File: src/sv/mie_pkg.sv
// Package for the 6502 execute unit: transaction structs, mnemonic codes,
// flag bit positions and a small ALU helper function. No dependencies.
package mie_pkg;

  // Mnemonic codes, alphabetical
  typedef enum logic [5:0] {
    ADC = 6'd0,  AND_ = 6'd1, ASL = 6'd2,  BCC = 6'd3,  BCS = 6'd4,  BEQ = 6'd5,
    BIT = 6'd6,  BMI = 6'd7,  BNE = 6'd8,  BPL = 6'd9,  BVC = 6'd10, BVS = 6'd11,
    CLC = 6'd12, CLD = 6'd13, CLI = 6'd14, CLV = 6'd15, CMP = 6'd16, CPX = 6'd17,
    CPY = 6'd18, DEC = 6'd19, DEX = 6'd20, DEY = 6'd21, EOR = 6'd22, INC = 6'd23,
    INX = 6'd24, INY = 6'd25, JMP = 6'd26, JSR = 6'd27, LDA = 6'd28, LDX = 6'd29,
    LDY = 6'd30, LSR = 6'd31, NOP = 6'd32, ORA = 6'd33, PHA = 6'd34, PHP = 6'd35,
    PLA = 6'd36, PLP = 6'd37, ROL = 6'd38, ROR = 6'd39, RTS = 6'd40, SBC = 6'd41,
    SEC = 6'd42, SED = 6'd43, SEI = 6'd44, STA = 6'd45, STX = 6'd46, STY = 6'd47,
    TAX = 6'd48, TAY = 6'd49, TSX = 6'd50, TXA = 6'd51, TXS = 6'd52, TYA = 6'd53
  } mnemonic_t;

  // Status bit positions, NV-BDIZC
  localparam int FL_C = 0;
  localparam int FL_Z = 1;
  localparam int FL_I = 2;
  localparam int FL_D = 3;
  localparam int FL_B = 4;
  localparam int FL_U = 5;
  localparam int FL_V = 6;
  localparam int FL_N = 7;

  localparam logic [7:0] SP_RESET    = 8'hFD;
  localparam logic [7:0] FLAGS_RESET = 8'h24;

  typedef struct packed {
    logic [5:0]  mode;
    logic        accumulator_form;
    logic [7:0]  operand;
    logic [15:0] address;
    logic [15:0] fetch_pc;
  } in_item_t;

  typedef struct packed {
    logic        mem_write;
    logic [15:0] write_address;
    logic [7:0]  write_data;
    logic [15:0] new_pc;
    logic [7:0]  acc_out;
    logic [7:0]  x_out;
    logic [7:0]  y_out;
    logic [7:0]  sp_out;
    logic [7:0]  flags_out;
  } out_item_t;

  // Classified instruction held in the queue
  typedef struct packed {
    mnemonic_t   mode;
    logic        accf;
    logic [7:0]  operand;
    logic [15:0] address;
    logic [15:0] fetch_pc;
    logic [15:0] target;     // branch target
    logic [15:0] ret_pc;     // JSR return address
    logic        two_phase;  // needs a stack access phase first
    logic        is_pull;
  } op_item_t;

  // Update N and Z from a value
  function automatic logic [7:0] set_nz(input logic [7:0] p, input logic [7:0] v);
    logic [7:0] r;
    r = p;
    r[FL_Z] = (v == 8'h00);
    r[FL_N] = v[7];
    return r;
  endfunction

endpackage

File: src/sv/mie_ram.sv
// Generic RAM: one write port, two registered read ports.
// No dependencies.
module mie_ram #(
  parameter int WIDTH = 8,
  parameter int DEPTH = 256
) (
  input  logic                     clk,
  input  logic                     we,
  input  logic [$clog2(DEPTH)-1:0] waddr,
  input  logic [WIDTH-1:0]         wdata,
  input  logic [$clog2(DEPTH)-1:0] raddr0,
  input  logic [$clog2(DEPTH)-1:0] raddr1,
  output logic [WIDTH-1:0]         rdata0,
  output logic [WIDTH-1:0]         rdata1
);

  logic [WIDTH-1:0] mem [DEPTH];

  always_ff @(posedge clk) begin
    if (we) begin
      mem[waddr] <= wdata;
    end
    rdata0 <= mem[raddr0];
    rdata1 <= mem[raddr1];
  end

endmodule

File: src/sv/mie_front.sv
// Front end: accepts instruction transactions and classifies them for the queue.
// Depends on mie_pkg.
module mie_front (
  input  logic                in_valid,
  output logic                in_stall,
  input  mie_pkg::in_item_t   in_item,
  input  logic                q_full,
  output logic                q_push,
  output mie_pkg::op_item_t   q_item
);

  logic [15:0] offset;

  assign in_stall = q_full;
  assign q_push   = in_valid && !q_full;

  // Classify and precompute addresses
  always_comb begin
    offset          = {{8{in_item.operand[7]}}, in_item.operand};
    q_item.mode     = mie_pkg::mnemonic_t'(in_item.mode);
    q_item.accf     = in_item.accumulator_form;
    q_item.operand  = in_item.operand;
    q_item.address  = in_item.address;
    q_item.fetch_pc = in_item.fetch_pc;
    q_item.target   = in_item.fetch_pc + offset;
    q_item.ret_pc   = in_item.fetch_pc - 16'd1;
    q_item.is_pull  = (q_item.mode == mie_pkg::PLA) || (q_item.mode == mie_pkg::PLP) ||
                      (q_item.mode == mie_pkg::RTS);
    q_item.two_phase = q_item.is_pull || (q_item.mode == mie_pkg::JSR);
  end

endmodule

File: src/sv/mie_fifo.sv
// Two-entry queue between front and back end.
// Depends on mie_pkg.
module mie_fifo (
  input  logic              clk,
  input  logic              rst,
  input  logic              push,
  input  mie_pkg::op_item_t push_item,
  output logic              full,
  input  logic              pop,
  output logic              head_valid,
  output mie_pkg::op_item_t head
);

  mie_pkg::op_item_t slot [2];
  logic       wr_ptr;
  logic       rd_ptr;
  logic [1:0] count;

  assign full       = (count == 2'd2);
  assign head_valid = (count != 2'd0);
  assign head       = slot[rd_ptr];

  always_ff @(posedge clk) begin
    if (push) begin
      slot[wr_ptr] <= push_item;
    end
  end

  always_ff @(posedge clk) begin
    if (rst) begin
      wr_ptr <= 1'b0;
      rd_ptr <= 1'b0;
      count  <= 2'd0;
    end else begin
      if (push) wr_ptr <= ~wr_ptr;
      if (pop)  rd_ptr <= ~rd_ptr;
      count <= count + 2'(push) - 2'(pop);
    end
  end

endmodule

File: src/sv/mie_back.sv
// Back end: register file, flags, stack RAM and output register.
// Depends on mie_pkg and mie_ram.
module mie_back #(
  parameter int STACK_DEPTH = 256
) (
  input  logic               clk,
  input  logic               rst,
  input  logic               head_valid,
  input  mie_pkg::op_item_t  head,
  output logic               pop,
  output logic               out_valid,
  input  logic               out_stall,
  output mie_pkg::out_item_t out_item
);

  localparam int AW = $clog2(STACK_DEPTH);

  typedef enum logic [1:0] {
    ST_RUN    = 2'b01,
    ST_SECOND = 2'b10
  } state_t;

  state_t state;
  logic [7:0] acc, idx_x, idx_y, sp, flags;

  logic [7:0] acc_next, x_next, y_next, sp_next, flags_next;
  logic [15:0] pc_next;
  logic        wr_next;
  logic [7:0]  wd_next;
  logic        stk_wr;
  logic [7:0]  stk_wd;
  logic [7:0]  rd0, rd1;
  logic        ram_we;
  logic [7:0]  ram_wd;
  logic        out_free;
  logic        phase1;

  // Stack pointer modulo depth, by compare and subtract
  function automatic logic [AW-1:0] stk_idx(input logic [7:0] v);
    logic [11:0] r;
    r = {4'd0, v};
    for (int s = 3; s >= 0; s--) begin
      if (r >= 12'(STACK_DEPTH << s)) r = r - 12'(STACK_DEPTH << s);
    end
    return r[AW-1:0];
  endfunction

  assign out_free = !out_valid || !out_stall;
  assign phase1   = (state == ST_RUN) && head_valid && head.two_phase;
  assign pop      = head_valid && out_free && ((state == ST_SECOND) || !head.two_phase);

  // Stack store
  assign ram_we = (phase1 && (head.mode == mie_pkg::JSR)) || (pop && stk_wr);
  assign ram_wd = phase1 ? head.ret_pc[15:8] : stk_wd;

  mie_ram #(.WIDTH(8), .DEPTH(STACK_DEPTH)) u_stack (
    .clk    (clk),
    .we     (ram_we),
    .waddr  (stk_idx(sp)),
    .wdata  (ram_wd),
    .raddr0 (stk_idx(sp + 8'd1)),
    .raddr1 (stk_idx(sp + 8'd2)),
    .rdata0 (rd0),
    .rdata1 (rd1)
  );

  // Execute
  always_comb begin
    logic [8:0] sum;
    logic [7:0] m;
    logic [7:0] v;
    logic [7:0] r;
    logic       take;
    acc_next   = acc;
    x_next     = idx_x;
    y_next     = idx_y;
    sp_next    = sp;
    flags_next = flags;
    pc_next    = head.fetch_pc;
    wr_next    = 1'b0;
    wd_next    = 8'h00;
    stk_wr     = 1'b0;
    stk_wd     = 8'h00;
    take       = 1'b0;
    m          = (head.mode == mie_pkg::SBC) ? ~head.operand : head.operand;
    sum        = {1'b0, acc} + {1'b0, m} + {8'd0, flags[mie_pkg::FL_C]};
    v          = head.accf ? acc : head.operand;
    r          = 8'h00;
    unique case (head.mode)
      mie_pkg::ADC, mie_pkg::SBC: begin
        acc_next = sum[7:0];
        flags_next[mie_pkg::FL_C] = sum[8];
        flags_next[mie_pkg::FL_V] = (acc[7] ^ sum[7]) & (m[7] ^ sum[7]);
        flags_next = mie_pkg::set_nz(flags_next, sum[7:0]);
      end
      mie_pkg::AND_: begin
        acc_next = acc & head.operand;
        flags_next = mie_pkg::set_nz(flags, acc_next);
      end
      mie_pkg::ORA: begin
        acc_next = acc | head.operand;
        flags_next = mie_pkg::set_nz(flags, acc_next);
      end
      mie_pkg::EOR: begin
        acc_next = acc ^ head.operand;
        flags_next = mie_pkg::set_nz(flags, acc_next);
      end
      mie_pkg::ASL, mie_pkg::LSR, mie_pkg::ROL, mie_pkg::ROR: begin
        if (head.mode == mie_pkg::ASL || head.mode == mie_pkg::ROL) begin
          flags_next[mie_pkg::FL_C] = v[7];
          r = {v[6:0], (head.mode == mie_pkg::ROL) & flags[mie_pkg::FL_C]};
        end else begin
          flags_next[mie_pkg::FL_C] = v[0];
          r = {(head.mode == mie_pkg::ROR) & flags[mie_pkg::FL_C], v[7:1]};
        end
        flags_next = mie_pkg::set_nz(flags_next, r);
        if (head.accf) begin
          acc_next = r;
        end else begin
          wr_next = 1'b1;
          wd_next = r;
        end
      end
      mie_pkg::BCC: take = !flags[mie_pkg::FL_C];
      mie_pkg::BCS: take = flags[mie_pkg::FL_C];
      mie_pkg::BEQ: take = flags[mie_pkg::FL_Z];
      mie_pkg::BNE: take = !flags[mie_pkg::FL_Z];
      mie_pkg::BMI: take = flags[mie_pkg::FL_N];
      mie_pkg::BPL: take = !flags[mie_pkg::FL_N];
      mie_pkg::BVC: take = !flags[mie_pkg::FL_V];
      mie_pkg::BVS: take = flags[mie_pkg::FL_V];
      mie_pkg::BIT: begin
        flags_next[mie_pkg::FL_Z] = ((acc & head.operand) == 8'h00);
        flags_next[mie_pkg::FL_V] = head.operand[6];
        flags_next[mie_pkg::FL_N] = head.operand[7];
      end
      mie_pkg::CLC: flags_next[mie_pkg::FL_C] = 1'b0;
      mie_pkg::CLD: flags_next[mie_pkg::FL_D] = 1'b0;
      mie_pkg::CLI: flags_next[mie_pkg::FL_I] = 1'b0;
      mie_pkg::CLV: flags_next[mie_pkg::FL_V] = 1'b0;
      mie_pkg::SEC: flags_next[mie_pkg::FL_C] = 1'b1;
      mie_pkg::SED: flags_next[mie_pkg::FL_D] = 1'b1;
      mie_pkg::SEI: flags_next[mie_pkg::FL_I] = 1'b1;
      mie_pkg::CMP, mie_pkg::CPX, mie_pkg::CPY: begin
        v = (head.mode == mie_pkg::CMP) ? acc :
            (head.mode == mie_pkg::CPX) ? idx_x : idx_y;
        flags_next[mie_pkg::FL_C] = (v >= head.operand);
        flags_next = mie_pkg::set_nz(flags_next, v - head.operand);
      end
      mie_pkg::DEC, mie_pkg::INC: begin
        wr_next = 1'b1;
        wd_next = (head.mode == mie_pkg::INC) ? head.operand + 8'd1 : head.operand - 8'd1;
        flags_next = mie_pkg::set_nz(flags, wd_next);
      end
      mie_pkg::DEX, mie_pkg::INX: begin
        x_next = (head.mode == mie_pkg::INX) ? idx_x + 8'd1 : idx_x - 8'd1;
        flags_next = mie_pkg::set_nz(flags, x_next);
      end
      mie_pkg::DEY, mie_pkg::INY: begin
        y_next = (head.mode == mie_pkg::INY) ? idx_y + 8'd1 : idx_y - 8'd1;
        flags_next = mie_pkg::set_nz(flags, y_next);
      end
      mie_pkg::JMP: pc_next = head.address;
      mie_pkg::JSR: begin
        // high byte pushed in the first phase, low byte here
        stk_wr  = 1'b1;
        stk_wd  = head.ret_pc[7:0];
        sp_next = sp - 8'd1;
        pc_next = head.address;
      end
      mie_pkg::LDA: begin
        acc_next = head.operand;
        flags_next = mie_pkg::set_nz(flags, head.operand);
      end
      mie_pkg::LDX: begin
        x_next = head.operand;
        flags_next = mie_pkg::set_nz(flags, head.operand);
      end
      mie_pkg::LDY: begin
        y_next = head.operand;
        flags_next = mie_pkg::set_nz(flags, head.operand);
      end
      mie_pkg::PHA, mie_pkg::PHP: begin
        stk_wr  = 1'b1;
        stk_wd  = (head.mode == mie_pkg::PHA) ? acc : (flags | 8'h30);
        sp_next = sp - 8'd1;
      end
      mie_pkg::PLA: begin
        acc_next = rd0;
        sp_next  = sp + 8'd1;
        flags_next = mie_pkg::set_nz(flags, rd0);
      end
      mie_pkg::PLP: begin
        flags_next = (rd0 & 8'hEF) | 8'h20;
        sp_next    = sp + 8'd1;
      end
      mie_pkg::RTS: begin
        pc_next = {rd1, rd0} + 16'd1;
        sp_next = sp + 8'd2;
      end
      mie_pkg::STA: begin wr_next = 1'b1; wd_next = acc;   end
      mie_pkg::STX: begin wr_next = 1'b1; wd_next = idx_x; end
      mie_pkg::STY: begin wr_next = 1'b1; wd_next = idx_y; end
      mie_pkg::TAX: begin x_next = acc; flags_next = mie_pkg::set_nz(flags, acc); end
      mie_pkg::TAY: begin y_next = acc; flags_next = mie_pkg::set_nz(flags, acc); end
      mie_pkg::TSX: begin x_next = sp; flags_next = mie_pkg::set_nz(flags, sp); end
      mie_pkg::TXA: begin acc_next = idx_x; flags_next = mie_pkg::set_nz(flags, idx_x); end
      mie_pkg::TYA: begin acc_next = idx_y; flags_next = mie_pkg::set_nz(flags, idx_y); end
      mie_pkg::TXS: sp_next = idx_x;
      default: ;  // NOP and unused codes
    endcase
    if (take) pc_next = head.target;
  end

  // Sequencing, architectural state and output register
  always_ff @(posedge clk) begin
    if (rst) begin
      state     <= ST_RUN;
      acc       <= 8'h00;
      idx_x     <= 8'h00;
      idx_y     <= 8'h00;
      sp        <= mie_pkg::SP_RESET;
      flags     <= mie_pkg::FLAGS_RESET;
      out_valid <= 1'b0;
    end else begin
      if (out_valid && !out_stall) out_valid <= 1'b0;
      if (phase1) begin
        state <= ST_SECOND;
        if (head.mode == mie_pkg::JSR) sp <= sp - 8'd1;
      end else if (pop) begin
        state     <= ST_RUN;
        acc       <= acc_next;
        idx_x     <= x_next;
        idx_y     <= y_next;
        sp        <= sp_next;
        flags     <= flags_next;
        out_valid <= 1'b1;
      end
    end
  end

  always_ff @(posedge clk) begin
    if (pop) begin
      out_item.mem_write     <= wr_next;
      out_item.write_address <= wr_next ? head.address : 16'h0000;
      out_item.write_data    <= wd_next;
      out_item.new_pc        <= pc_next;
      out_item.acc_out       <= acc_next;
      out_item.x_out         <= x_next;
      out_item.y_out         <= y_next;
      out_item.sp_out        <= sp_next;
      out_item.flags_out     <= flags_next;
    end
  end

`ifndef SYNTHESIS
  a_second_has_op: assert property (@(posedge clk) disable iff (rst)
    (state == ST_SECOND) |-> (head_valid && head.two_phase))
    else $error("second stack cycle without a two-phase instruction");
  a_phase1_moves: assert property (@(posedge clk) disable iff (rst)
    phase1 |=> (state == ST_SECOND))
    else $error("first stack cycle not followed by second");
  a_no_pull_write: assert property (@(posedge clk) disable iff (rst)
    (ram_we && head_valid) |-> !head.is_pull)
    else $error("stack written during a pull");
  a_no_pop_in_phase1: assert property (@(posedge clk) disable iff (rst)
    !(pop && phase1))
    else $error("instruction retired in its stack read cycle");
`endif

endmodule

File: src/sv/mos6502_instruction_execute.sv
// 6502 execute unit, top level. Depends on mie_pkg, mie_front, mie_fifo, mie_back.
// Executes one decoded instruction per transaction and returns one result with the
// optional data write, new PC and all registers. Most instructions retire one per
// cycle unless the output stalls; PLA, PLP, RTS and JSR first take a stack access
// phase in the back end, as the stack RAM has a registered read and a single write
// port. A two-entry queue separates the accepting front end from the back end; a
// result register holds a stalled result. The stack RAM needs no clearing after reset.
module mos6502_instruction_execute #(
  parameter int STACK_DEPTH = 256
) (
  input  logic               clk,
  input  logic               rst,
  input  logic               in_valid,
  output logic               in_stall,
  input  mie_pkg::in_item_t  in_item,
  output logic               out_valid,
  input  logic               out_stall,
  output mie_pkg::out_item_t out_item
);

  logic              q_push, q_full, q_pop, head_valid;
  mie_pkg::op_item_t q_item, head;

  mie_front u_front (
    .in_valid (in_valid),
    .in_stall (in_stall),
    .in_item  (in_item),
    .q_full   (q_full),
    .q_push   (q_push),
    .q_item   (q_item)
  );

  mie_fifo u_fifo (
    .clk        (clk),
    .rst        (rst),
    .push       (q_push),
    .push_item  (q_item),
    .full       (q_full),
    .pop        (q_pop),
    .head_valid (head_valid),
    .head       (head)
  );

  mie_back #(.STACK_DEPTH(STACK_DEPTH)) u_back (
    .clk        (clk),
    .rst        (rst),
    .head_valid (head_valid),
    .head       (head),
    .pop        (q_pop),
    .out_valid  (out_valid),
    .out_stall  (out_stall),
    .out_item   (out_item)
  );

endmodule

File: config.mk
export PLATFORM = sky130hd
export DESIGN_NAME = mos6502_instruction_execute
export DESIGN_NICKNAME = d
export VERILOG_FILES = /design/src/sv/mie_pkg.sv /design/src/sv/mie_ram.sv /design/src/sv/mie_front.sv /design/src/sv/mie_fifo.sv /design/src/sv/mie_back.sv /design/src/sv/mos6502_instruction_execute.sv
export SDC_FILE = /design/constraint.sdc
export NUM_CORES = 2
export LEC_CHECK = 0
export BUFFER_PORTS_ARGS = -buffer_cell sky130_fd_sc_hd__buf_2
export CAP_MARGIN = 20
export CORE_MARGIN = 3
export CORE_UTILIZATION = 55
export CTS_CLUSTER_DIAMETER = 50
export CTS_CLUSTER_SIZE = 12
export DETAILED_ROUTE_END_ITERATION = 12
export MAX_ROUTING_LAYER = met4
export PLACE_DENSITY = 0.76
export SLEW_MARGIN = 10
export SYNTH_ARGS = -nofsm -noshare
export SYNTH_HDL_FRONTEND = slang
export SYNTH_SLANG_ARGS = --single-unit
File: constraint.sdc
create_clock -name clk -period 10.6 [get_ports clk]
set_clock_uncertainty 0.1 [all_clocks]
set_input_delay 0 -clock clk [delete_from_list [all_inputs] [get_ports clk]]
set_output_delay 0 -clock clk [all_outputs]
set_load 0.02 [all_outputs]
==> impl_metrics.json <==
{
  "status": "completed",
  "cpPeakStageDelay_ps": 860,
  "yosysUniqueCellTypes": 90,
  "tightest_slew_ps": 1450,
  "h-tree-depth": 4,
  "die_h_um": 459,
  "synth_edf_count": 2289,
  "max_freq_mhz": 161,
  "vias_per_cell": 7.48,
  "final_common_cell": "edfxtp_1",
  "fillers": 13958,
  "yosysSeqAreaShare": 0.620,
  "period_share": 0.585,
  "required_ps": 11050,
  "slew-limit-headroom": 0.0309,
  "final_cells": 9280,
  "seqCellArea_um2": 70000,
  "first_global_vias": 67325,
  "grt_max_degree": 224,
  "cts_made_buffers": 238,
  "synth.mux.area_fraction": 0.260,
  "multi_input_area_um2": 41100,
  "clock-sinks": 2353,
  "syn_inst": 6307,
  "fin_tns_setup_ps": 0,
  "routed_wl_mm": 339,
  "clock_latency_ps": 910,
  "powerDensity_nw_per_um2": 224,
  "async_reset_ff_frac": 0,
  "yosys.area_share.adder": 0.0102,
  "finalHoldWorstSlack_ps": 79.1,
  "nNetsFinal": 6615,
  "crit_path_top_delay_cell": "dfxtp_4",
  "globalRouteOverflowTotal": 0,
  "avgSynthCellArea_um2": 17.9,
  "ys_seq_elements": 2353,
  "slew_viol_final": 0,
  "synth_top_family_by_area": "multiplexers",
  "rrSetupSlack_ps": 4400,
  "drc": 0,
  "wl_per_cell_um": 36.6,
  "path_buf_inv": 3,
  "portBuffers": 133,
  "cts_resized": 0,
  "core_um2": 203000,
  "drtIter0Drc": 12481,
  "ioPinCount": 134,
  "cellLeakagePower_nw": 41.5,
  "ant_nets": 0,
  "synth_flop_cell": "edfxtp_1",
  "die_area_um2": 211000,
  "criticalPathCategory": "reg2reg",
  "synthToLayoutAreaGrowth_pct": 10.6,
  "hp-class": "in2reg",
  "cp_data_arrival_time_ps": 6650,
  "rr_endpoint": "u_back.u_stack.mem[222][3]",
  "fin_crit_ps": 6200,
  "drive_gt1_frac": 0.281,
  "critPathMostFrequentCell": "buf_4",
  "dp_hpwl_mm": 214,
  "cap_violations": 0,
  "finalHoldViolations": 0,
  "worst_r2r_path_depth": 9,
  "cts_buffer_depth": 3,
  "drtPass1Iterations": 10,
  "path_clk_slew_ps": 60,
  "cp_top_family": "buffers and inverters",
  "cts-root-buf": "clkbuf_16",
  "startpoint_type": "flop",
  "synthesis.area_um2": 113000,
  "worstPathMaxFanout": 160,
  "grt_pass1_wl_mm": 491,
  "synth-xor-area-share": 0.00830,
  "rsz0062_at_grt": "false",
  "dp.cells": 8791,
  "synth_compound_area_frac": 0.0308,
  "grtUsageTotal": 0.331,
  "crit_path_cell_trace": "buf_4 > nand3b_1 > a22oi_1 > nand2_1 > o22ai_1 > nor2_1 > a21oi_4 > buf_4 > buf_12",
  "antenna_found_initial": 15,
  "final_cell_mix": "edfxtp_1 (2289), mux4_2 (1192), nand2_1 (473)",
  "rows": 165,
  "gp_congestion": 1.00,
  "yosys.area_share.simple": 0.0514,
  "via_count": 69423,
  "peakVddDrop_mv": 0.272,
  "cts_tree": "done",
  "die_w_um": 459,
  "syn-num-nets": 6446,
  "cp-endpoint": "u_back.u_stack.mem[222][3]",
  "cp_num_cells": 9,
  "start_util": 0.556,
  "cp-end-kind": "flop",
  "yosysWarnings": 0,
  "setup_viol": 0
}
-- through the flow --
step / total power, mW / area (um^2) / util / setup WS, ps
floorplan: 17.4 / 113000 / - / 127
global placement: 20.0 / 116000 / 0.573 / 4720
detailed placement: 20.1 / 117000 / 0.574 / 4620
CTS: 27.8 / 125000 / 0.614 / 4600
global route: 28.7 / 125000 / 0.614 / 4240
finish: 28.0 / 125000 / 0.614 / 4400
-- logic make-up after synthesis --
group           count (synthesis)
compound gates                504
xor+xnor                      107
fa+ha+maj                      88
buf+inv                       502
flops                        2353
mux                          1442
simple gates                 1311
-- tightest hold or removal path: stages --
cell and delay [ps]:
dlygate4sd3_1 540, buf_2 150, nand4b_1 90, o21ai_0 110
-- power breakdown --
group	leakage [nW]	internal (mW)	total, mW	switching (mW)
clock	3.38	4.23	7.81	3.58
combinational	16.5	2.73	8.13	5.40
sequential	21.6	11.7	12.1	0.363
-- how the worst min path moves through the flow --
stage | startpoint | end | slack (ps) | depth (start not counted)
6_report | in_item[42] | u_fifo.slot[1][1] | 80 | 4
5_1_grt | in_item[14] | u_fifo.slot[1][16] | 70 | 3
4_1_cts | in_item[42] | u_fifo.slot[1][1] | 4 | 4
3_5_place_dp | in_item[31] | u_fifo.slot[0][65] | 90 | 1
3_3_place_gp | in_item[16] | u_fifo.slot[1][50] | 90 | 1
2_1_floorplan | in_item[0] | u_fifo.slot[0][34] | -1 | 0
-- per-layer routing --
metal / wire length (um) / share of wire / track usage
met2: 156000 / 0.46 / 0.487
met1: 117000 / 0.34 / 0.446
met5: 0 / 0 / -
met3: 48900 / 0.14 / 0.0892
met4: 17000 / 0.050 / 0.133
-- flip-flops by register name (all words and copies together), names as in the netlist, 2 cells and up, named ones only --
signal and cells:
u_back.acc 8, u_back.flags 8, u_back.idx_x 8, u_back.idx_y 8, u_back.out_item 81, u_back.sp 8
u_back.state 2, u_back.u_stack.mem 2048, u_back.u_stack.rdata0 8, u_back.u_stack.rdata1 8, u_fifo.count 2, u_fifo.slot 160
-- area by class of cell --
type / instances / share of cell area
Tap cell: 2672 / 0.0268
Clock inverter: 70 / 0.00574
Clock buffer: 290 / 0.0501
Multi-Input combinational cell: 3452 / 0.329
Sequential cell: 2353 / 0.561
Antenna cell: 12 / 0.000241
Inverter: 50 / 0.00152
Timing Repair Buffer: 381 / 0.0254
-- repair_timing --
action                    in CTS  in global routing
setup buffers                  0                  0
hold buffers                 110                  0
hold endpoints to repair     238                  0
-- cell usage after synthesis, types with 21 or more instances --
cell | count | area share
nand4_1 | 33 | 0.0018
xnor2_1 | 66 | 0.0051
nand2_1 | 473 | 0.016
o21a_1 | 22 | 0.0015
and3_1 | 65 | 0.0036
mux2i_1 | 240 | 0.021
nor2_1 | 424 | 0.014
nor4_1 | 21 | 0.0012
buf_2 | 143 | 0.0063
nand3_1 | 131 | 0.0058
a21oi_1 | 144 | 0.0064
o22ai_1 | 41 | 0.0023
ha_1 | 81 | 0.0090
a211oi_1 | 23 | 0.0015
a22oi_1 | 21 | 0.0014
mux4_2 | 1192 | 0.24
edfxtp_1 | 2289 | 0.61
clkbuf_1 | 249 | 0.0083
o21ai_0 | 60 | 0.0027
xor2_1 | 41 | 0.0032
buf_1 | 54 | 0.0018
inv_1 | 47 | 0.0016
dfxtp_1 | 64 | 0.011
a311oi_1 | 48 | 0.0037
nor3_1 | 62 | 0.0027
Power figures use the tool's default switching activity.
